$ cat config.mk
export PLATFORM = sky130hd
export DESIGN_NAME = wia_queue
export DESIGN_NICKNAME = d
export VERILOG_FILES = /design/src/rtl/core/wia_pkg.sv /design/src/rtl/core/wia_queue.sv
export SDC_FILE = /design/constraint.sdc
export NUM_CORES = 1
export LEC_CHECK = 0
export ABC_AREA = 0
export CORE_AREA = 2 2 402 404
export CTS_CLUSTER_SIZE = 25
export DETAILED_ROUTE_END_ITERATION = 10
export DIE_AREA = 0 0 404 406
export DONT_BUFFER_PORTS = 1
export GPL_TIMING_DRIVEN = 1
export PLACE_DENSITY_LB_ADDON = 0.1
export SYNTH_ARGS = -nofsm -noshare
export SYNTH_HDL_FRONTEND = slang
export SYNTH_SLANG_ARGS = --single-unit
$ cat constraint.sdc
create_clock -name clk -period 13.4 [get_ports clk]
set_clock_uncertainty 0.15 [all_clocks]
set_input_delay 2.01 -clock clk [delete_from_list [all_inputs] [get_ports clk]]
set_output_delay 2.01 -clock clk [all_outputs]
set_load 0.05 [all_outputs]
$ cat src/rtl/core/wia_pkg.sv
// Shared types, operation codes and helpers of the wide integer ALU.
package wia_pkg;

	localparam int WORD_BITS     = 128;
	localparam int HALF_BITS     = 64;
	localparam int QUEUE_DEPTH   = 4;
	localparam int IN_DATA_BITS  = 272;
	localparam int OUT_DATA_BITS = 136;
	localparam int MUL_PAIRS     = 10;

	localparam logic [3:0] ACT_ADD = 4'd0;
	localparam logic [3:0] ACT_SUB = 4'd1;
	localparam logic [3:0] ACT_MUL = 4'd2;
	localparam logic [3:0] ACT_DIV = 4'd3;
	localparam logic [3:0] ACT_MOD = 4'd4;
	localparam logic [3:0] ACT_AND = 4'd5;
	localparam logic [3:0] ACT_OR  = 4'd6;
	localparam logic [3:0] ACT_XOR = 4'd7;
	localparam logic [3:0] ACT_NOT = 4'd8;
	localparam logic [3:0] ACT_NEG = 4'd9;
	localparam logic [3:0] ACT_SHL = 4'd10;
	localparam logic [3:0] ACT_SHR = 4'd11;
	localparam logic [3:0] ACT_ROL = 4'd12;
	localparam logic [3:0] ACT_ROR = 4'd13;

	typedef enum logic [1:0] {
		KIND_SIMPLE = 2'd0,
		KIND_MUL    = 2'd1,
		KIND_DIV    = 2'd2,
		KIND_MOD    = 2'd3
	} wia_kind_t;

	typedef struct packed {
		logic lt;
		logic eq;
		logic gt;
		logic dz;
	} wia_flags_t;

	typedef struct packed {
		wia_kind_t             kind;
		logic [WORD_BITS-1:0]  a;
		logic [WORD_BITS-1:0]  b;
		logic [WORD_BITS-1:0]  res;
		wia_flags_t            flags;
	} wia_entry_t;

	// 32-bit limb pairs whose product lands in the low 128 bits: {i, j}
	function automatic logic [3:0] mul_pair(input logic [3:0] idx);
		logic [3:0] p;
		case (idx)
			4'd0:    p = {2'd0, 2'd0};
			4'd1:    p = {2'd0, 2'd1};
			4'd2:    p = {2'd1, 2'd0};
			4'd3:    p = {2'd0, 2'd2};
			4'd4:    p = {2'd1, 2'd1};
			4'd5:    p = {2'd2, 2'd0};
			4'd6:    p = {2'd0, 2'd3};
			4'd7:    p = {2'd1, 2'd2};
			4'd8:    p = {2'd2, 2'd1};
			4'd9:    p = {2'd3, 2'd0};
			default: p = 4'd0;
		endcase
		return p;
	endfunction

endpackage

$ cat src/rtl/core/wia_queue.sv
// Short queue between front and back end.
module wia_queue #(
	parameter int DEPTH = wia_pkg::QUEUE_DEPTH
) (
	input  logic                clk,
	input  logic                arst_n,
	input  logic                push,
	input  wia_pkg::wia_entry_t wr_entry,
	output logic                full,
	input  logic                pop,
	output logic                not_empty,
	output wia_pkg::wia_entry_t rd_entry
);

	localparam int PW = (DEPTH > 1) ? $clog2(DEPTH) : 1;
	localparam int CW = $clog2(DEPTH + 1);

	wia_pkg::wia_entry_t slots_q [DEPTH];
	logic [PW-1:0]       wr_ptr_q;
	logic [PW-1:0]       rd_ptr_q;
	logic [CW-1:0]       count_q;

	assign full      = (count_q == CW'(DEPTH));
	assign not_empty = (count_q != '0);
	assign rd_entry  = slots_q[rd_ptr_q];

	always_ff @(posedge clk or negedge arst_n) begin
		if (!arst_n) begin
			wr_ptr_q <= '0;
			rd_ptr_q <= '0;
			count_q  <= '0;
		end else begin
			if (push) wr_ptr_q <= (wr_ptr_q == PW'(DEPTH - 1)) ? '0 : wr_ptr_q + 1'b1;
			if (pop)  rd_ptr_q <= (rd_ptr_q == PW'(DEPTH - 1)) ? '0 : rd_ptr_q + 1'b1;
			if (push && !pop)      count_q <= count_q + 1'b1;
			else if (pop && !push) count_q <= count_q - 1'b1;
		end
	end

	always_ff @(posedge clk) begin
		if (push) slots_q[wr_ptr_q] <= wr_entry;
	end

endmodule

# ---- Word level (Yosys, flattened, before mapping)
# Memories as Yosys holds them, arrays and structs flattened.
# Cells that the tools add are included.
dict set report op_classes {
  multipliers 0
  n_eq_ne 3
  mux 6
  n_div 0
  order_cmp 0
  reduce_logical 6
  add_sub_neg 4
  shifts 0
  n_bitwise 0
}
# cell n
set ops {}
lappend ops {{3-bit two-way mux} 2}
lappend ops {{2-bit by 1-bit adder with 2-bit output, second input constant} 2}
lappend ops {{2-bit == test, second input constant} 2}
lappend ops {{2-bit two-way mux} 2}
lappend ops {{3-bit by 1-bit adder with 3-bit output, second input constant} 1}
lappend ops {{3-bit == test, second input constant} 1}
lappend ops {{3-bit nonzero test} 1}
lappend ops {{3-bit by 1-bit subtractor with 3-bit output, second input constant} 1}
lappend ops {{1-bit logical AND} 2}
lappend ops {{1-bit logical NOT} 2}
lappend ops {{1-bit two-way mux} 2}
lappend ops {{2-bit nonzero test} 1}
dict set report totals {
  ram_bits 1560
  inputBits 394
  output_inout_bits 392
  latchBits 0
  rom_bits 0
  reg_bits 7
  elab_cells 23
  mem_count 1
}
# memory words word_bits read_ports rd_ports_with_merged_regs wr line_no
set mem_list {}
lappend mem_list {slots_q 4 390 1 0 1 wia_queue.sv:18} ;# wia_pkg::wia_entry_t slots_q [DEPTH];

# ---- Logic depth before layout (Yosys ltp)
dict set report logic_depth {
  ltp_word 4
  ltp_mapped 7
  depth_no_buf 7
}

# ---- Worst setup path after synthesis
# No wires, ideal clock.
dict set report synth_timing {
  path_type {input -> register}
  startpoint {input push}
  endpoint {memory slots_q[0][0] (netlist bit), enable pin}
  arrival_time_ns 10.782
  n_path_buf 0
  stages 1
  setup_ns 0.802
  slack_ns 1.666
  required_ns 12.448
  path_cell_list {and2_1}
}
dict set report synth_between {
  elab_chain_cells 2
}
# item line_no
set synth_rtl {}
lappend synth_rtl {{from (decl)} wia_queue.sv:7} ;# input logic push,
lappend synth_rtl {{1-bit two-way mux} wia_queue.sv:41} ;# if (push) slots_q[wr_ptr_q] <= wr_entry;
lappend synth_rtl {{1-bit two-way mux (implied by the code)} wia_queue.sv:41}
lappend synth_rtl {{to (decl)} wia_queue.sv:18}
# No other way between the ends.

==> metrics.txt <==
outcome=completed; Slew headroom=21.28%; setup TNS=0 ns; clk sinks=1,567; Distinct cells, synth=21; post-synthesis cell area=57,110 um2; die area=164,000 um2; placed cell area=58,990 um2; routing usage on met2=26.26%; r2r endpoint=slots_q[2][146]; Worst EP arrival=4.17 ns; worst skew pair latency=0.75 ns; fraction of the yosys area taken by sequential cells=82.33%; hold slack=0.3302 ns; # setup viols final=0; WL final=130,600 um; clock tree from TritonCTS=done; Syn Nets=2,476; CTS H-tree depth=4; Final Critical Period=6.329 ns; clock network fraction of total power=26.2%; Critical Path Slowest Stage Cell=dfrtp_4; CTS Hold Buffers Added=0; worst-case clock buffer depth=3; CP max stage delay=1.03 ns; Detail Placement HPWL=81,280 um; Switch Pwr=6634 uW; initial DRC count=1,597; Placed Cells incl. Taps=4,105; yosys warns=0; Buffers on Ports=0; layout cell share with drive strength beyond 1=28.42%; Avg WL per Cell=29.61 um; critical path endpoint category=output pin; GP Congestion=0.7745; commonest cells after routing, fill and taps aside=edfxtp_1, mux4_2, clkbuf_16; Synth area leader=edfxtp_1; clock slew at reported path FFs=0.06 ns; post-route ant nets=0; GR Layer Usage met1=16.58%; RSZ-0062 raised after global routing=false; Post-Syn Instances=2,075; row cnt=147; Final Hold Viols=0; Gate power share=35.0%; Mapped Avg Cell Area=27.52 um2; Synth Register Bits=1,567; CP Cell Sequence=buf_4 > buf_4 > mux4_2; area of the core=159,600 um2; Leak=0.01974 uW; Net Sw Frac=39.49%; R2R depth=5; post-CTS sizing=0; Max Cap Violations=0; commonest non-fill, non-tap cell in the layout=edfxtp_1; IO Pins=786; Vias/cell=5.083; Initial Util=35.77%; Slew Limit Fails=0; Worst Hold Path Cells=1; crit start category=register; post-layout instance area=64,300 um2; TritonRoute pass-1 iters=4; CTS buffer count=169; CP delay by family, top=buffers and inverters; Top Usage Layer GRT=met2; initial antenna violation count=2; vias in the first global route=23,990; largest cells by area after synthesis=edfxtp_1, mux4_2, buf_12; post-CTS setup buffer count=0; critical path fanouts, max=62; hold path start=count_q[2]; final cell count without fillers=4,412; Congestion Overflow GR=0; Syn-to-layout area delta=12.58%; die width=404 um; PwrDens=261.2 nW/um2; DRC errors left=0; die height=406 um; r2r setup slk=9.60 ns; peak supply drop=0.1491 mV; CP dominant cell by count=buf_4; WP buf/inv=2; Hold Path End=count_q[2]; Yosys top cell area share=82.02%; first-pass GRT wire length=181,700 um; reg2reg start=wr_ptr_q[0]; Antenna Cells=0; clock tree root driver cell=clkbuf_16; critical path launch point=rd_ptr_q[1]; largest net degree at the start of global routing=157; period utilization=47.23%; Worst Path Required=11.24 ns; Seq pwr share=38.8%; Fmax=0.1580 GHz; Setup CP Type=register to output pin; Stages on worst setup path=3; via count=22,430; Pint=10,160 uW; worst slew pin tran=1.181 ns; Nets=2,591; worst hold path class=register to register; met3 Usage GRT=8.936%; gr usage total=15.69%
[synth_stat cells]
library cell and n:
dfrtp_1 7, buf_4 1, nor2_1 3, mux2_2 3
mux4_2 390, nand2_1 2, clkbuf_1 2, inv_1 4
nor3b_1 1, ha_1 6, buf_12 41, buf_2 42
fa_1 1, o21ai_0 2, and2_1 4, buf_6 1
xor2_1 2, edfxtp_1 1560, or3_1 1, buf_8 1
xnor2_1 1
[kinds of logic (layout without fill, tap and decap cells)]
kind of cell | Yosys count | in the layout | share of synthesized area, %
buf+inv | 92 | 343 | 1.904
mux | 393 | 393 | 15.44
simple gates | 11 | 11 | 0.1008
compound gates | 2 | 2 | 0.01753
flops | 1567 | 1567 | 82.33
xor+xnor | 3 | 3 | 0.04601
fa+ha+maj | 7 | 7 | 0.1665
[sequential cells by signal, indices dropped and copies added, names as in the netlist]
name,flops
slots_q,1560
count_q,3
rd_ptr_q,2
wr_ptr_q,2
[how the worst max path moves through the flow]
stage / end / slack (ns)
after floorplan: slots_q[0][0] / 1.67
after global placement: rd_entry[166] / 7.68
after detailed placement: rd_entry[40] / 7.64
after CTS: rd_entry[40] / 6.76
after global routing: rd_entry[385] / 6.62
final: rd_entry[122] / 7.07
[per-stage QoR]
| step | worst slack (ns) | power (uW) | util (%) |
|---|---|---|---|
| CTS | 6.756 | 17130 | 40.28 |
| floorplan | 1.666 | 12080 | - |
| global placement | 7.684 | 12620 | 36.95 |
| finish | 7.071 | 16800 | 40.28 |
| global route | 6.620 | 17450 | 40.28 |
| detailed placement | 7.643 | 12670 | 36.95 |
[layer usage]
metal / wire length [um] / part of all wire [%]
met5: 13 / 0.010
met1: 45120 / 35
met4: 3474 / 2.7
met2: 65760 / 50
met3: 16280 / 12
[final cells by class]
type / count / area, um2
sequential: 1567 / 47030
inverter: 4 / 15.01
fill: 13790 / 95350
tap: 2086 / 2610
clock inverter: 100 / 918.4
clock buffer: 207 / 4393
timing repair buffer: 32 / 315.3
multi-input combinational: 416 / 9021
[power groups by stage]
stage / registers [uW] / logic, uW / clock network, uW
after floorplan: 6840 / 5250 / 0
after global placement: 6600 / 6030 / 0
after detailed placement: 6630 / 6040 / 0
after CTS: 6530 / 6040 / 4560
after global routing: 6580 / 6120 / 4740
final: 6510 / 5880 / 4400
No activity file was read; power rests on OpenSTA's default activity.
